## config.mk

```make
export PLATFORM = sky130hd
export DESIGN_NAME = mp2_queue
export DESIGN_NICKNAME = d
export VERILOG_FILES = /design/src/hdl/mp2_pkg.sv /design/src/hdl/mp2_queue.sv
export SDC_FILE = /design/constraint.sdc
export NUM_CORES = 1
export LEC_CHECK = 0
export BUFFER_PORTS_ARGS = -buffer_cell sky130_fd_sc_hd__clkbuf_2
export CAP_MARGIN = 25
export CORE_MARGIN = 5
export CORE_UTILIZATION = 45
export DETAILED_ROUTE_END_ITERATION = 16
export HOLD_SLACK_MARGIN = 0.12
export MAX_ROUTING_LAYER = met4
export PLACE_DENSITY = 0.68
export SLEW_MARGIN = 20
export SYNTH_ARGS = -nofsm -noshare
export SYNTH_HDL_FRONTEND = slang
export SYNTH_SLANG_ARGS = --single-unit
export TNS_END_PERCENT = 10
```

## constraint.sdc

```tcl
create_clock -name i_clk -period 5.6 [get_ports i_clk]
set_input_delay 0.84 -clock i_clk [delete_from_list [all_inputs] [get_ports i_clk]]
set_output_delay 0.84 -clock i_clk [all_outputs]
set_load 0.01 [all_outputs]
```

## src/hdl/mp2_pkg.sv

```systemverilog
// Shared types and constants for the 2-D max pooling stream unit.
package mp2_pkg;

    localparam int POOL_LIMIT  = 16;  // largest pool the bank mask can describe
    localparam int DIV_W       = 10;  // dividend width of the window classifier
    localparam int QUEUE_DEPTH = 2;
    localparam int QUEUE_AW    = 1;

    typedef enum logic [2:0] {
        REG_IMAGE_HEIGHT  = 3'd0,
        REG_IMAGE_WIDTH   = 3'd1,
        REG_CHANNEL_COUNT = 3'd2,
        REG_POOL_ROWS     = 3'd3,
        REG_POOL_COLS     = 3'd4,
        REG_STRIDE_ROWS   = 3'd5,
        REG_STRIDE_COLS   = 3'd6
    } t_reg_index;

    // Clamped geometry as used by the datapath.
    typedef struct packed {
        logic [8:0] h;
        logic [8:0] w;
        logic [8:0] c;
        logic [4:0] pr;
        logic [4:0] pc;
        logic [3:0] sr;
        logic [3:0] sc;
    } t_geom;

    // One classified sample handed from front to back.
    typedef struct packed {
        logic signed [15:0]      sample;
        logic [7:0]              col;
        logic [3:0]              slot;
        logic                    wr_en;
        logic                    hit;
        logic [7:0]              c0;
        logic [POOL_LIMIT-1:0]   mask;
        logic [7:0]              ch;
        logic [7:0]              kr;
        logic [7:0]              kc;
        logic                    fdone;
    } t_task;

endpackage

```

## src/hdl/mp2_queue.sv

```systemverilog
// Two-entry queue between the classifier front and the pooling back end.
module mp2_queue (
    input  logic          i_clk,
    input  logic          i_rst_n,
    input  logic          i_push,
    input  mp2_pkg::t_task i_task,
    output logic          o_full,
    input  logic          i_pop,
    output logic          o_empty,
    output mp2_pkg::t_task o_task
);
    import mp2_pkg::*;

    t_task               r_mem [QUEUE_DEPTH];
    logic [QUEUE_AW-1:0] r_wp;
    logic [QUEUE_AW-1:0] r_rp;
    logic [QUEUE_AW:0]   r_cnt;

    assign o_full  = (r_cnt == (QUEUE_AW+1)'(QUEUE_DEPTH));
    assign o_empty = (r_cnt == '0);
    assign o_task  = r_mem[r_rp];

    always_ff @(posedge i_clk) begin
        if (i_push) begin
            r_mem[r_wp] <= i_task;
        end
        if (!i_rst_n) begin
            r_wp  <= '0;
            r_rp  <= '0;
            r_cnt <= '0;
        end else begin
            if (i_push) r_wp <= r_wp + 1'b1;
            if (i_pop)  r_rp <= r_rp + 1'b1;
            if (i_push && !i_pop) r_cnt <= r_cnt + 1'b1;
            else if (!i_push && i_pop) r_cnt <= r_cnt - 1'b1;
        end
    end

endmodule

```

==> results.yml, run 1 <==
worst_hold_path:
  hold_end: "r_cnt[1]$_SDFFE_PN0P_"
  hold_path.class: "reg2reg"
  min_path_cells: 2
  min_from: "r_cnt[1]$_SDFFE_PN0P_"
sta:
  post-route-min-period_ns: 2.759
  max_freq_ghz: 0.3624
  setup_ws_ns: 2.841
  setup_viol: 0
  rsz0062_at_grt: "false"
  period_share_pct: 49.27
  clock_skew_ns: 0.007525
  final-hold-violation-count: 0
  tightestPinTransition_ns: 0.8060
  relSlewSlack_pct: 46.27
  finalSetupTns_ns: 0
  slew_violations: 0
place:
  pre_cts_slack_ns: 2.882
  hpwl_um: 7087
  routabilityCongestion: 0.7121
  portBuffers: 163
synth:
  synthTopCellsByArea: "edfxtp_1 (80%), mux2_2 (13%), mux2_4 (2.5%)"
  ys_seq_area_share_pct: 81.40
  yosysTopAreaCell: "edfxtp_1"
  synth_top_area_share_pct: 79.71
  yosys_register_bits: 163
  syn_area_um2: 5952
  ys_types: 17
  synth_area_per_cell_um2: 22.21
  yosysWarnings: 0
  synth.most_common_cell: "edfxtp_1"
  synth_edf_count: 158
  syn_inst: 268
  syn_nets: 352
  ys.flop_type: "edfxtp_1"
  async_flop_share_pct: 0
  synthTopCellsByCount: "edfxtp_1 (158), mux2_2 (69), mux2_4 (10)"
routing:
  dr_wl_met2_um: 5249
  post_drt_wl_per_cell_um: 16.62
  drtAntennaViolNets: 0
  vias: 3051
  drt_iter0_drc: 163
  highest_layer: "met4"
  met3_length_um: 785
  viasPerCell: 4.820
  drcViolationCount: 0
  routed_wl_um: 10520
  firstDrtPassIters: 4
  drt-met1-wl_um: 4263
grt:
  grt_pass1_vias: 3281
  grt_max_degree: 61
  overflow: 0
  antenna_found_initial: 0
  grt_usage_pct: 14.37
  grt_pass1_wl_um: 16580
power:
  power_density_nw_per_um2: 374.3
  vdd.ir_drop.worst_mv: 0.2416
  leakagePower_nw: 2.910
floorplanning:
  die_h_um: 125.0
  core.rowCount: 42
  pin_count: 164
  dieArea_um2: 15630
  core_um2: 13090
  fp.dieW_um: 125.0
  start_util_pct: 45.49
clock_network:
  clk_pin_slew_ns: 0.06
  cts.sinks: 163
  cts_resized: 0
  clock_tree.root_cell: "clkbuf_16"
  clk_path_buf_depth: 2
  post_cts_buffers: 0
  cts_buffers: 17
  insertion_delay_ns: 0.41
  cts_tree: "yes"
  cts_hold_buf: 0
  h-tree-depth: 4
critical_path:
  crit_path_start_kind: "flop"
  path_max_fanout: 48
  reg2reg_from: "r_wp$_SDFFE_PN0P_"
  worstRegToRegCells: 2
  critical_path.cell_chain: "buf_16 > mux2_2 > clkbuf_2"
  cp-end-kind: "output port"
  rr_endpoint: "r_mem[0][35]$_DFFE_PP_"
  ff2ff_setup_slack_ns: 3.57
  slowest_stage: "dfxtp_4"
  cpLargestDelayFamily: "flip-flops"
  cpPeakStageDelay_ns: 0.63
  crit_type: "reg2out"
  required_ns: 4.76
  cp.arrival_ns: 1.92
  crit_buf_inv: 2
layout:
  area_growth_pct: 27.52
  drive_gt1_share_pct: 60.39
  nets: 528
  diodes: 0
status:
  status: "finished clean"
job:
  drv_cap: 0
[metrics by stage]
stage          total power, mW  util (%)  hold slack, ns  instances  cell area [um^2]
6_report                 2.841     58.00          0.5606        633              7590
2_1_floorplan            1.615         -          0.4656        268              5952
4_1_cts                  2.881     58.00          0.5664        633              7590
3_5_place_dp             1.737     53.50          0.5550        601              7000
5_1_grt                  2.969     58.00          0.5821        633              7590
3_3_place_gp             1.723     53.08          0.4807        599              6945
[cells by family (layout without fill, tap and decap cells)]
group / Yosys count / after routing / share of synthesized area (%)
fa+ha+maj: 1 / 1 / 0.2102
compound gates: 3 / 3 / 0.3364
xor+xnor: 3 / 3 / 0.4415
flops: 163 / 163 / 81.40
simple gates: 9 / 9 / 0.9039
buf+inv: 10 / 199 / 1.135
mux: 79 / 79 / 15.58
[registers in the layout (all words and copies together) (netlist names), named ones only]
register and count:
r_rp 1, r_mem 158, r_cnt 2, r_wp 1
[area by class of cell]
type,instances,area [um^2]
fill,993,5495
timing repair buffer,166,878.3
clock buffer,17,425.4
inverter,1,3.754
multi-input combinational,95,1050
sequential,163,4848
tap,176,220.2
clock inverter,15,163.9
[per-layer routing]
metal	track usage, %	vias to the layer above
met4	7.143	0
li1	-	1410
met5	-	-
met3	5.288	20
met1	16.13	1499
met2	22.75	122
[tightest hold or removal path: stages, from the launching register on]
cell	delay (ns)
dfxtp_1	0.33
o21ai_0	0.11
a21boi_1	0.07
[report_power, final]
part	leakage (nW)	internal, mW	switching [mW]
sequential	1.53	1.41	0.0241
clock	0.285	0.696	0.439
combinational	1.10	0.135	0.137
total	2.91	2.24	0.600
[worst max path at each step]
stage / from / end / slack (ns) / depth (start not counted)
2_1_floorplan: i_push / r_mem[0][0]$_DFFE_PP_ / 0.75 / 1
3_3_place_gp: i_push / r_mem[0][37]$_DFFE_PP_ / 2.91 / 3
3_5_place_dp: i_push / r_mem[0][37]$_DFFE_PP_ / 2.88 / 3
4_1_cts: flop / o_task[16] / 2.78 / 3
5_1_grt: flop / o_task[16] / 2.74 / 3
6_report: flop / o_task[16] / 2.84 / 3
[layout by cell type, fill, tap and decap left out]
cell type   instances
a21boi_1            1
and2_1              3
and2_4              1
buf_16              2
buf_4               1
bufinv_16           3
clkbuf_16          17
clkbuf_2          163
clkinv_1            4
clkinv_2            3
clkinv_4            1
clkinvlp_4          2
dfxtp_1             4
dfxtp_4             1
edfxtp_1          158
ha_1                1
inv_1               1
inv_6               1
inv_8               1
mux2_2             69
mux2_4             10
nor2_1              1
nor2b_1             2
nor2b_4             1
o21a_1              1
o21ai_0             1
or3_1               1
xnor2_1             1
xor2_1              2
(Power assumes the default switching activity.)
==> run 2: changes to the inputs <==
Clock period 5.6 ns to 2.88 ns, I/O delays scaled along.
==> run 2 against run 1 <==
Net effect: combinational power up 96%; worst setup slack worse by 2.3 ns; sequential power increased by 94%; non-clock buffer count rose by 2; critical path type unchanged; count of clock-buffer cells in the layout did not move; clock skew about the same; first-iteration DRC count fell by 1.2%; register-to-register slack worse by 2.2 ns; critical path depth is the same.
==> results.yml, run 2 (synthesis gave the netlist of run 1 again) <==
grt:
  grt_max_degree: 57
  overflow: 0
  antenna_found_initial: 1
  grt_usage_pct: 14.71
  grt_pass1_vias: 3301
  grt_pass1_wl_um: 17080
critical_path:
  crit_path_start_kind: "flop"
  crit_buf_inv: 2
  cpLargestDelayFamily: "flip-flops"
  cp.arrival_ns: 1.91
  slowest_stage: "dfxtp_4"
  cp-end-kind: "output port"
  path_max_fanout: 56
  required_ns: 2.45
  cpPeakStageDelay_ns: 0.55
  crit_type: "reg2out"
  critical_path.cell_chain: "buf_12 > mux2_2 > clkbuf_2"
layout:
  stdcell_count: 634
  final_common_cell: "clkbuf_2"
  reg_top3: "r_mem x158, r_cnt x2"
  drive_gt1_share_pct: 60.18
  regMostFlops: "r_mem"
  nets: 530
  area_growth_pct: 26.40
  layout_common_cells: "clkbuf_2 (163), edfxtp_1 (158), mux2_2 (69)"
  largest_reg_flops: 158
  final_util_pct: 57.50
clock_network:
  insertion_delay_ns: 0.41
  h-tree-depth: 4
  cts_resized: 0
  post_cts_buffers: 0
  clk_path_buf_depth: 2
  clk_pin_slew_ns: 0.06
  cts.sinks: 163
  cts_buffers: 17
  cts_tree: "yes"
  clock_tree.root_cell: "clkbuf_16"
  cts_hold_buf: 0
routing:
  routed_wl_um: 10760
  post_drt_wl_per_cell_um: 16.96
  drcViolationCount: 0
  drtAntennaViolNets: 0
  viasPerCell: 4.724
  vias: 2995
  firstDrtPassIters: 4
  drt_iter0_drc: 161
sta:
  finalSetupTns_ns: 0
  slew_violations: 0
  final-hold-violation-count: 0
  period_share_pct: 81.17
  setup_viol: 0
  tightestPinTransition_ns: 0.4198
  max_freq_ghz: 0.4278
  post-route-min-period_ns: 2.338
  rsz0062_at_grt: "false"
  relSlewSlack_pct: 72.02
  clock_skew_ns: 0.007238
floorplanning:
  die_h_um: 125.0
  start_util_pct: 45.49
  dieArea_um2: 15630
  core_um2: 13090
  core.rowCount: 42
  fp.dieW_um: 125.0
  pin_count: 164
job:
  drv_cap: 0
place:
  hpwl_um: 7234
  routabilityCongestion: 0.7185
  portBuffers: 163
  dp.cells: 603
power:
  leakagePower_nw: 2.876
  power_density_nw_per_um2: 704.4
  vdd.ir_drop.worst_mv: 0.4394
status:
  status: "finished clean"
worst_hold_path:
  hold_path.class: "in2reg"
[run 2: cell count changes in the layout (fill, tap and decap cells not counted), sizes merged]
| cell | previous run | this run |
|---|---|---|
| bufinv | 3 | 1 |
| clkinvlp | 2 | 3 |
| inv | 3 | 2 |
| diode | 0 | 1 |
| buf | 3 | 5 |
[run 2: cell type report]
type / count / area (um^2)
Clock inverter: 13 / 95.09
Timing Repair Buffer: 168 / 878.3
Clock buffer: 17 / 425.4
Inverter: 1 / 3.754
Antenna cell: 1 / 2.502
Fill cell: 1023 / 5562
Tap cell: 176 / 220.2
Sequential cell: 163 / 4848
Multi-Input combinational cell: 95 / 1050
[run 2: final timing paths]
path	startpoint	end	slack [ns]	depth (start not counted)
setup / recovery	flop	o_task[58]	0.54	3
hold / removal	i_task[14]	r_mem[0][14]$_DFFE_PP_	0.20	1
setup reg to reg	r_wp$_SDFFE_PN0P_	r_mem[1][37]$_DFFE_PP_	1.37	2
hold reg to reg	r_cnt[1]$_SDFFE_PN0P_	r_cnt[1]$_SDFFE_PN0P_	0.53	2
[run 2: power by group]
part           switching [mW]  internal (mW)  leakage [nW]
combinational           0.270          0.263          1.10
sequential             0.0429           2.74          1.53
clock                   0.826           1.16         0.248
total                    1.14           4.16          2.88
[run 2: per-layer routing]
metal	share of wire (%)	wire length, um	vias to the layer above	GRT usage [%]
met4	1.4	153	0	6.122
li1	-	-	1413	-
met5	0	0	-	-
met2	47	5017	117	22.27
met3	6.9	742	11	5.075
met1	45	4841	1454	18.21
[run 2: per-stage QoR]
step	hold slack [ns]	cell area, um^2	setup WS, ns	power [mW]
2_1_floorplan	0.4656	5959	0.1676	3.135
3_3_place_gp	0.4793	7000	0.9616	3.362
3_5_place_dp	0.5144	7000	0.9532	3.378
4_1_cts	0.1801	7521	0.4935	5.368
5_1_grt	0.1862	7523	0.4577	5.518
6_report	0.2042	7523	0.5423	5.300
