[src/hdl/mp2_pkg.sv]
// Shared types and constants for the 2-D max pooling stream unit.
package mp2_pkg;

    localparam int POOL_LIMIT  = 16;  // largest pool the bank mask can describe
    localparam int DIV_W       = 10;  // dividend width of the window classifier
    localparam int QUEUE_DEPTH = 2;
    localparam int QUEUE_AW    = 1;

    typedef enum logic [2:0] {
        REG_IMAGE_HEIGHT  = 3'd0,
        REG_IMAGE_WIDTH   = 3'd1,
        REG_CHANNEL_COUNT = 3'd2,
        REG_POOL_ROWS     = 3'd3,
        REG_POOL_COLS     = 3'd4,
        REG_STRIDE_ROWS   = 3'd5,
        REG_STRIDE_COLS   = 3'd6
    } t_reg_index;

    // Clamped geometry as used by the datapath.
    typedef struct packed {
        logic [8:0] h;
        logic [8:0] w;
        logic [8:0] c;
        logic [4:0] pr;
        logic [4:0] pc;
        logic [3:0] sr;
        logic [3:0] sc;
    } t_geom;

    // One classified sample handed from front to back.
    typedef struct packed {
        logic signed [15:0]      sample;
        logic [7:0]              col;
        logic [3:0]              slot;
        logic                    wr_en;
        logic                    hit;
        logic [7:0]              c0;
        logic [POOL_LIMIT-1:0]   mask;
        logic [7:0]              ch;
        logic [7:0]              kr;
        logic [7:0]              kc;
        logic                    fdone;
    } t_task;

endpackage

[src/hdl/mp2_front.sv]
// Front end: accepts samples, tracks position, classifies window closings.
module mp2_front #(
    parameter int MAX_POOL = 8
) (
    input  logic                i_clk,
    input  logic                i_rst_n,
    input  mp2_pkg::t_geom      i_geom,
    input  logic                i_valid,
    input  logic signed [15:0]  i_sample,
    output logic                o_stall,
    output logic                o_push,
    output mp2_pkg::t_task      o_task,
    input  logic                i_full
);
    import mp2_pkg::*;

    localparam int PW = (MAX_POOL > 1) ? $clog2(MAX_POOL) : 1;

    typedef enum logic [1:0] {S_IDLE, S_DIV, S_PUSH} t_state;

    t_state             r_state;
    logic [3:0]         r_cnt;
    logic [7:0]         r_row, r_col, r_ch;
    logic [PW-1:0]      r_slot;
    logic signed [15:0] r_sample;
    logic [7:0]         r_trow, r_tcol, r_tch;
    logic [PW-1:0]      r_tslot;
    logic               r_inr;
    logic [DIV_W-1:0]   r_dv  [2];
    logic [DIV_W-1:0]   r_dvo [2];
    logic [3:0]         r_rem [2];
    logic [3:0]         r_s   [2];
    logic [4:0]         r_pe  [2];
    logic [8:0]         r_d   [2];
    logic [8:0]         r_xp1 [2];
    logic               r_edge[2];
    logic               r_ge  [2];

    logic               w_accept;
    logic [8:0]         w_x   [2];
    logic [8:0]         w_d   [2];
    logic [4:0]         w_p   [2];
    logic [3:0]         w_s   [2];
    logic [4:0]         w_pe  [2];
    logic [8:0]         w_xp1 [2];
    logic               w_edge[2];
    logic [DIV_W-1:0]   w_dv  [2];
    logic [4:0]         w_trial[2];
    logic               w_hit [2];
    logic               w_last[2];
    logic [DIV_W-1:0]   w_start[2];
    logic [8:0]         w_nr;
    logic [POOL_LIMIT-1:0] w_mask;
    t_task              w_task;

    assign w_accept = i_valid && (r_state == S_IDLE);
    assign o_stall  = (r_state != S_IDLE);
    assign o_push   = (r_state == S_PUSH) && !i_full;
    assign o_task   = w_task;

    assign w_x[0] = {1'b0, r_row};
    assign w_x[1] = {1'b0, r_col};
    assign w_d[0] = i_geom.h;
    assign w_d[1] = i_geom.w;
    assign w_p[0] = i_geom.pr;
    assign w_p[1] = i_geom.pc;
    assign w_s[0] = i_geom.sr;
    assign w_s[1] = i_geom.sc;

    // Per axis: the last column of a window is either a stride-aligned interior
    // point or the image edge, where only the final (possibly clipped) window ends.
    always_comb begin
        for (int a = 0; a < 2; a++) begin
            w_pe[a]   = ({4'b0, w_p[a]} > w_d[a]) ? w_d[a][4:0] : w_p[a];
            w_xp1[a]  = w_x[a] + 9'd1;
            w_edge[a] = (w_xp1[a] == w_d[a]);
            w_dv[a]   = w_edge[a] ?
                        ({1'b0, w_d[a]} + {6'b0, w_s[a]} - 10'd1 - {5'b0, w_pe[a]}) :
                        ({1'b0, w_xp1[a]} - {5'b0, w_pe[a]});
            w_trial[a] = {r_rem[a], r_dv[a][DIV_W-1]};
            w_hit[a]  = r_edge[a] ?
                        (({1'b0, r_s[a]} - 5'd1 - {1'b0, r_rem[a]}) < r_pe[a]) :
                        (r_ge[a] && (r_rem[a] == 4'd0));
            w_last[a] = r_edge[a] ||
                        (({1'b0, r_xp1[a]} - {5'b0, r_pe[a]} + {6'b0, r_s[a]})
                         >= {1'b0, r_d[a]});
            w_start[a] = r_dvo[a] - {6'b0, r_rem[a]};
        end
    end

    // Rows held in the line store: banks whose distance back from the current
    // slot is below the window height.
    always_comb begin
        logic [5:0] diff;
        w_nr   = {1'b0, r_trow} - w_start[0][8:0] + 9'd1;
        w_mask = '0;
        for (int b = 0; b < MAX_POOL; b++) begin
            if (6'(r_tslot) >= 6'(b)) diff = 6'(r_tslot) - 6'(b);
            else                      diff = 6'(r_tslot) + 6'(MAX_POOL) - 6'(b);
            w_mask[b] = ({3'b0, diff} < w_nr);
        end
    end

    always_comb begin
        w_task.sample = r_sample;
        w_task.col    = r_tcol;
        w_task.slot   = 4'(r_tslot);
        w_task.wr_en  = ({24'b0, r_tcol} < 32'(2**PW)) || (MAX_POOL > 0);
        w_task.hit    = r_inr && w_hit[0] && w_hit[1];
        w_task.c0     = w_start[1][7:0];
        w_task.mask   = w_mask;
        w_task.ch     = r_tch;
        w_task.kr     = r_dv[0][7:0];
        w_task.kc     = r_dv[1][7:0];
        w_task.fdone  = w_last[0] && w_last[1] && (({1'b0, r_tch} + 9'd1) == i_geom.c);
    end

    always_ff @(posedge i_clk) begin
        if (!i_rst_n) begin
            r_state <= S_IDLE;
            r_cnt   <= '0;
            r_row   <= '0;
            r_col   <= '0;
            r_ch    <= '0;
            r_slot  <= '0;
        end else begin
            unique case (r_state)
                S_IDLE: begin
                    if (w_accept) begin
                        r_sample <= i_sample;
                        r_trow   <= r_row;
                        r_tcol   <= r_col;
                        r_tch    <= r_ch;
                        r_tslot  <= r_slot;
                        r_inr    <= (w_x[0] < i_geom.h) && (w_x[1] < i_geom.w) &&
                                    ({1'b0, r_ch} < i_geom.c);
                        for (int a = 0; a < 2; a++) begin
                            r_dv[a]   <= w_dv[a];
                            r_dvo[a]  <= w_dv[a];
                            r_rem[a]  <= '0;
                            r_s[a]    <= w_s[a];
                            r_pe[a]   <= w_pe[a];
                            r_d[a]    <= w_d[a];
                            r_xp1[a]  <= w_xp1[a];
                            r_edge[a] <= w_edge[a];
                            r_ge[a]   <= (w_xp1[a] >= {4'b0, w_pe[a]});
                        end
                        r_cnt   <= 4'(DIV_W - 1);
                        r_state <= S_DIV;
                        if (w_xp1[1] >= i_geom.w) begin
                            r_col <= '0;
                            if (w_xp1[0] >= i_geom.h) begin
                                r_row  <= '0;
                                r_slot <= '0;
                                if (({1'b0, r_ch} + 9'd1) >= i_geom.c) r_ch <= '0;
                                else r_ch <= r_ch + 8'd1;
                            end else begin
                                r_row  <= r_row + 8'd1;
                                r_slot <= ({{(32-PW){1'b0}}, r_slot} == 32'(MAX_POOL - 1)) ?
                                          '0 : r_slot + 1'b1;
                            end
                        end else begin
                            r_col <= r_col + 8'd1;
                        end
                    end
                end
                S_DIV: begin
                    // restoring division, one quotient bit per cycle on each axis
                    for (int a = 0; a < 2; a++) begin
                        if (w_trial[a] >= {1'b0, r_s[a]}) begin
                            r_rem[a] <= 4'(w_trial[a] - {1'b0, r_s[a]});
                            r_dv[a]  <= {r_dv[a][DIV_W-2:0], 1'b1};
                        end else begin
                            r_rem[a] <= w_trial[a][3:0];
                            r_dv[a]  <= {r_dv[a][DIV_W-2:0], 1'b0};
                        end
                    end
                    if (r_cnt == 4'd0) r_state <= S_PUSH;
                    else r_cnt <= r_cnt - 4'd1;
                end
                S_PUSH: begin
                    if (!i_full) r_state <= S_IDLE;
                end
                default: r_state <= S_IDLE;
            endcase
        end
    end

    a_accept_divides: assert property (@(posedge i_clk) disable iff (!i_rst_n)
        w_accept |=> (r_state == S_DIV) && (r_cnt == 4'(DIV_W - 1)))
        else $error("accepted sample did not start classification");

    a_push_room: assert property (@(posedge i_clk) disable iff (!i_rst_n)
        o_push |-> !i_full && (r_state == S_PUSH))
        else $error("push into full queue");

    a_own_bank: assert property (@(posedge i_clk) disable iff (!i_rst_n)
        (o_push && w_task.hit) |-> w_task.mask[r_tslot])
        else $error("closing window excludes current row bank");

endmodule

[config.mk]
export PLATFORM = sky130hd
export DESIGN_NAME = mp2_front
export DESIGN_NICKNAME = d
export VERILOG_FILES = /design/src/hdl/mp2_pkg.sv /design/src/hdl/mp2_front.sv
export SDC_FILE = /design/constraint.sdc
export NUM_CORES = 1
export LEC_CHECK = 0
export ABC_AREA = 1
export BUFFER_PORTS_ARGS = -buffer_cell sky130_fd_sc_hd__buf_4
export CORE_UTILIZATION = 50
export DETAILED_ROUTE_END_ITERATION = 8
export PLACE_DENSITY = 0.69
export SYNTH_ARGS = -nofsm -noshare
export SYNTH_HDL_FRONTEND = slang
export SYNTH_SLANG_ARGS = --single-unit
[constraint.sdc]
create_clock -name i_clk -period 5.5 [get_ports i_clk]
set_input_delay 0.275 -clock i_clk [delete_from_list [all_inputs] [get_ports i_clk]]
set_output_delay 0.275 -clock i_clk [all_outputs]
set_load 0.03 [all_outputs]
==> run metrics, run 1 <==
status=completed; fraction of layout cells with a size suffix above 1=between 10% and 20%; Crit path top cell by count=inv_1; Primary FF master, synth=edfxtp_1; first-pass GRT wire length=~55000 um; Post-DRT Antenna Nets=0; final setup vio count=0; Async SR Flop Fraction=0%; Worst Path Buf+Inv=5; Mapped Cells=about 1.6k; DRC viols=0; hold slack final=around 22 ps; largest net degree at the start of global routing=80; Total Wirelength=around 35000 um; crit path DAT=about 4200 ps; Worst Max-Slew Pin Slew=between 1000 and 1500 ps; worst clock skew=roughly 12 ps; Initial Utilization=51.1%; cell count of the worst hold path=1; maxcap violations=0; adder-cell share of the synthesized area=24.7%; chip height=171 um; Top Family by Delay on Critical Path=adder cells; mux contribution to synthesized area=less than 1%; Core Region=approximately 28000 sq um; ANT cells=0; Clock Latency Late Sink=450 ps; Synth warnings=0; power density over the cells=between 200 and 300 nW/um^2; nets@finish=between 2k and 2.5k; DR vias=11.1k; cell depth of the worst setup path=22; drt wl/cell=~16 um; Crit path largest cell delay=approximately 500 ps; Max Fclk=roughly 220 MHz; Startpoint Class=register; Final Power=4.31 mW; post-CTS sizing=0; die span in x=171 um; drt first-iter violations=747; critical path type=register to output pin; hpwl dp=27600 um; Hold Violations, Final=0; R2R depth=12; Layout Cell Area excl Fill=roughly 16000 sq um; largest area contributor in the netlist=edfxtp_1; clk sink count=180; met2 Use GR=around two fifths; port buffer count=between 100 and 150; largest family of logic cells by synthesized area=adder cells; num rows=just over 60; gr usage total=between 20% and 30%; CP Max Fanout=5; period utilisation layout=approximately four fifths; Slew Limit Fails=0; Req. time, crit path=approximately 5200 ps; dpl ws=829 ps; Layout area overhead=14.6%; simple-gate share of the synthesized area=around 15%; Area after DPL=about 16000 sq um; initial antenna violation count=0; min cycle time layout=between 4000 and 5000 ps; # H-tree levels=4; gr busiest metal=met2; RSZ-0062 raised after global routing=no; number of CTS-inserted buffers=17; global route overflow=0; Avg Inst Size Synth=8.91 sq um; Post-synth EDFFs=around 150; die area=29300 sq um; vias in the first global route=between 10k and 15k; VDD IR max=~0.00022 V; Worst-path clk slew=~70 ps; setup TNS=0 ps; sequential share of the synthesized area=35.4%; Vias/cell=a little over 5; top post-synthesis cells by count=301 x inv_1, 249 x nand2_1, 239 x ha_1, 146 x edfxtp_1, 111 x a21oi_1; Slowest-stage cell, CP=fa_1; Clock Path Buffers=2; synth unique cells=a little under 60; top cells by area, synth=edfxtp_1 31%, ha_1 21%, inv_1 7.9%; XOR/XNOR share of the synthesized area=approximately 4.6%; headroom to the max-slew limit=between 20% and 30%; Synth top area share=30.6%; M3 GR Usage=between 3 and 4%; post-route worst setup slack=slightly above 1000 ps; GP Congestion=0.923; met1 Use GR=between 30% and 40%; area fraction in compound gates after synthesis=10.9%; cell with the most instances after synthesis=inv_1; Pleak=around 8.1 nW; mapped cell area=around 14000 sq um; critical path cell sequence=inv_1 > fa_1 > inv_1 > ha_1 > a21oi_1 > o21ai_0 > a21oi_1 > nor2_1 > o21ai_0 > nand2_1 > xor2_1 > inv_1 > ha_1 > nand2_1 > inv_1 > nand4_1 > nand3_1 > o21ai_0 > nand3_1 > a21oi_1 > nor3_1 > buf_4; I/O pin total=between 100 and 150; Critical Path Sink Type=output pin; CTS tree=done; clk root buf=clkbuf_16; Hold Crit Class=primary input to register; Yosys reg bits=180; DRT Pass-1 Iters=7
-- sequential cells by signal (all words and copies together) (netlist names), 10 cells and up --
register / flops
r_d: 18
r_dv: 20
r_dvo: 17
r_pe: 10
r_sample: 16
r_xp1: 18
-- path summary, 6_finish.rpt --
| path | startpoint | end | slack, ps |
|---|---|---|---|
| worst max-delay path | r_s[0][2] | o_task[0] | 1010 |
| worst min-delay path | i_geom[4] | r_s[0][0] | 20 |
| worst max register to register | r_col[0] | r_dv[1][2] | 1730 |
| worst min register to register | r_cnt[1] | r_cnt[1] | 470 |
-- placed cells by master (no fill, tap or decap), types with 10 or more instances in the layout --
master	n
inv_1	301
nand2_1	249
ha_1	239
edfxtp_1	146
buf_4	139
a21oi_1	111
nor2_1	92
o21ai_0	67
nand3_1	52
xor2_1	50
dfxtp_1	34
fa_1	27
xnor2_1	22
nand4_1	20
clkbuf_16	19
nor3_1	17
dlygate4sd3_1	17
o21ai_1	13
conb_1	12
a21o_1	10
o22ai_1	10
-- metal layers --
layer	vias up	wire length (um)
li1	5646	-
met1	5163	15600
met2	284	16600
met3	53	1570
met4	0	966
met5	-	0
-- layout make-up --
| type | instances | area [sq um] |
|---|---|---|
| sequential | 180 | 5060 |
| multi-input combinational | 1089 | 7890 |
| clock buffer | 21 | 483 |
| timing repair buffer | 156 | 1210 |
| fill | 2496 | 11600 |
| tap | 378 | 473 |
| inverter | 312 | 1170 |
| clock inverter | 11 | 105 |
-- timing repair --
item / CTS / global route
hold buffers: 17 / 0
buffers inserted: 0 / 0
endpoints found under the setup margin: 0 / 0
hold endpoints to repair: 17 / 0
-- cell families (layout without fill, tap and decap cells) --
group,count (synthesis),in the layout
multiplexers,1,1
adder cells (fa/ha/maj),266,266
flip-flops,180,180
AO/OA/AOI/OAI,268,268
XOR/XNOR,74,74
other,2,12
buffers and inverters,347,500
AND/OR/NAND/NOR,468,468
-- through the flow --
step / cells / utilization (%)
after floorplan: 1616 / -
after global placement: 2098 / 55.9
after detailed placement: 2098 / 55.9
after CTS: 2147 / 58.6
after global routing: 2147 / 58.6
final: 2147 / 58.6
-- worst reg2reg max path: cells and delay by family (launching register included) --
| kind | cells | cell delay (ps) |
|---|---|---|
| and+or+nand+nor | 5 | 1010 |
| AOI/OAI and AO/OA | 2 | 700 |
| buffers and inverters | 3 | 670 |
| DFF | 1 | 480 |
| adders and majority gates | 1 | 320 |
| xor gates and xnor gates | 1 | 310 |
-- power breakdown --
group	leakage, nW	switching (mW)	internal [mW]
clock	0.292	0.573	0.651
combinational	6.17	0.893	0.559
sequential	1.63	0.0555	1.58
Note: power is estimated with default switching activity, not from simulation.
==> inputs of run 2 (changes only) <==
--- a/config.mk
+++ b/config.mk
@@ -9,7 +9,7 @@
 export BUFFER_PORTS_ARGS = -buffer_cell sky130_fd_sc_hd__buf_4
 export CORE_UTILIZATION = 50
 export DETAILED_ROUTE_END_ITERATION = 8
-export PLACE_DENSITY = 0.69
+export PLACE_DENSITY = 0.72
 export SYNTH_ARGS = -nofsm -noshare
 export SYNTH_HDL_FRONTEND = slang
 export SYNTH_SLANG_ARGS = --single-unit
==> constraint.sdc (replaced) <==
create_clock -name i_clk -period 3.91 [get_ports i_clk]
set_input_delay 0.1955 -clock i_clk [delete_from_list [all_inputs] [get_ports i_clk]]
set_output_delay 0.1955 -clock i_clk [all_outputs]
set_load 0.03 [all_outputs]
==> run 2 against run 1 <==
Against the previous run:
- the run now ends with setup timing left
- non-clock buffer count is 85 higher
- clock skew increased by 8.9 ps
- combinational power up 61%
- critical path type unchanged
- clock power rose by 38%
- routed wire length grew 2.7%
- final area up 6.3%
- largest cell class unchanged
- global-route usage rose by 0.67 points
- first-iteration DRC count increased by 3.9%
- critical path depth down 1
- via count increased by 5.3%
- total power rose by 47%
==> run metrics, run 2 (synthesis results as in run 1) <==
dpl ws=-149 ps (-978 ps); Pleak=8.51 nW (+5.1%); ANT cells=0 (unchanged); commonest non-fill, non-tap cells in the layout=290 x inv_1, 241 x nand2_1, 228 x ha_1; post-route worst setup slack=-56.9 ps (-1070 ps); Worst-path clk slew=80 ps (about the same); period utilisation layout=101%; num rows=61 (unchanged); VDD IR max=0.000273 V (+25%); die area=29300 sq um (unchanged); Initial Utilization=51.1% (unchanged); gr usage total=25.1% (+0.67 points); Hold Violations, Final=0 (unchanged); Clock Path Buffers=2 (unchanged); fin cells=2232 (+4.0%); Layout Utilization=62.3% (+3.7 points); Slew Limit Fails=0 (unchanged); Clock Latency Late Sink=460 ps (about the same); biggest regs=r_dv (20), r_d (18), r_xp1 (18); first-pass GRT wire length=56400 um (+2.9%); Req. time, crit path=3710 ps (-1510 ps); max FFs per register=20 (unchanged); Critical Path Sink Type=output pin; # H-tree levels=4 (unchanged); Fillers=2350 (-5.8%); commonest non-fill, non-tap cell in the layout=inv_1; chip height=171 um (unchanged); min cycle time layout=3970 ps; Internal=4.04 mW (+45%); global route overflow=0 (unchanged); clk root buf=clkbuf_16; number of CTS-inserted buffers=17 (unchanged); Startpoint Class=register; NetSw=2.28 mW (+50%); Max Fclk=between 200 and 300 MHz; dpl cells=2137 (+1.9%); DR vias=11.7k (+5.3%); power density over the cells=362 nW/um^2 (+38%); GP Congestion=0.938 (+1.7%); Worst Max-Slew Pin Slew=1080 ps (-2.68 ps); maxcap violations=0 (unchanged); die span in x=171 um (unchanged); Total Wirelength=35700 um (+2.7%); Hold Crit Class=primary input to register; status=finished, violations left; sequential fraction of design power=36.4% (-1.5 points); switching fraction of total power=36.1% (+0.79 points); port buffer count=135 (unchanged); Vias/cell=5.26 (+1.3%); fraction of layout cells with a size suffix above 1=18.4% (+6.2 points); CTS tree=done; Slowest-stage cell, CP=fa_1; crit path DAT=3770 ps (-450 ps); clock share of power=26.5% (-1.9 points); headroom to the max-slew limit=28.3% (+0.18 points); Post-DRT Antenna Nets=0 (unchanged); final setup vio count=1 (+1); Area after DPL=15900 sq um (+1.9%); initial antenna violation count=0 (unchanged); failing checks=setup timing; worst clock skew=20.7 ps (+8.93 ps); drt wl/cell=16.0 um (-1.2%); DRC viols=0 (unchanged); vias in the first global route=11.4k (+6.0%); RSZ-0062 raised after global routing=yes; hpwl dp=27800 um (+0.63%); largest net degree at the start of global routing=80 (unchanged); clk sink count=180 (unchanged); DRT Pass-1 Iters=8 (+1); Biggest register=r_dv; drt first-iter violations=776 (+3.9%); I/O pin total=146 (unchanged); Layout area overhead=21.9%; Layout Cell Area excl Fill=17400 sq um (+6.3%); critical path type=register to output pin; Crit path largest cell delay=540 ps (+40 ps); CP Max Fanout=2 (-3); Core Region=28000 sq um (unchanged); combinational share of power=37.0% (+3.3 points); nets@finish=2172 (+4.1%); critical path cell sequence=fa_1 > inv_2 > ha_4 > a21oi_4 > o21ai_4 > a21oi_2 > nor2_1 > o21ai_1 > nand2_1 > xor2_1 > inv_1 > ha_4 > nand2_4 > inv_2 > nand4_1 > nand3_1 > o21ai_2 > nand3_2 > a21oi_4 > nor3_2 > buf_4
## run 2: cell count changes in the layout (fill, tap and decap cells not counted), moves of 11 or more
cell,delta
inv_1,-11
o21ai_0,-15
dlygate4sd3_1,+24
ha_1,-11
buf_4,+57
a21oi_1,-11
## run 2: cell type report
type | instances | area [sq um] | share of cell area, %
inverter | 312 | 1180 | 6.76
sequential | 180 | 5060 | 29.0
clock buffer | 18 | 429 | 2.46
timing repair buffer | 241 | 1940 | 11.1
tap | 378 | 473 | 2.71
clock inverter | 14 | 139 | 0.796
multi-input combinational | 1089 | 8230 | 47.2
## run 2: worst paths after layout
check | from | cells after the start | slack, ps | to
max | r_pe[0][2] | 21 | -60 | o_task[0]
min | i_geom[38] | 2 | 20 | r_d[0][2]
max reg2reg | r_col[0] | 15 | 400 | r_dv[1][2]
min reg2reg | r_cnt[1] | 2 | 470 | r_cnt[1]
## run 2: through the flow
stage	setup TNS [ps]	hold WS [ps]	power (mW)
final	-56.9	24.8	6.32
after global placement	0	373	4.36
after floorplan	0	294	3.80
after global routing	-447	16.3	6.71
after CTS	-43.2	5.48	6.27
after detailed placement	-203	375	4.43
## run 2: power by group through the flow
stage          Sequential [mW]  Combinational (mW)  Clock [mW]
6_report                  2.30                2.34        1.68
5_1_grt                   2.31                2.62        1.77
4_1_cts                   2.30                2.25        1.71
3_5_place_dp              2.34                2.09           0
3_3_place_gp              2.34                2.02           0
2_1_floorplan             2.35                1.45           0
## run 2: routing by layer
layer	global-route usage [%]	routed length, um	share of wire, %
met2	42.4	17200	48
met1	32.1	15500	43
met5	0	0	0
met4	10.5	1140	3.2
met3	3.80	1880	5.3
## run 2: timing repair
action                                  CTS  global route
setup buffers                            16             6
gates resized for setup                  53            38
hold endpoints to repair                 41             0
hold buffers                             41             0
pin swaps                                38            24
endpoints found under the setup margin    5            18
## run 2: critical path: cells and delay by family, from the launching register on
kind	cells	cell delay, ps
compound gates	6	900
xor+xnor	1	130
fa+ha+maj	3	1000
buf+inv	4	330
flops	1	420
simple gates	7	530
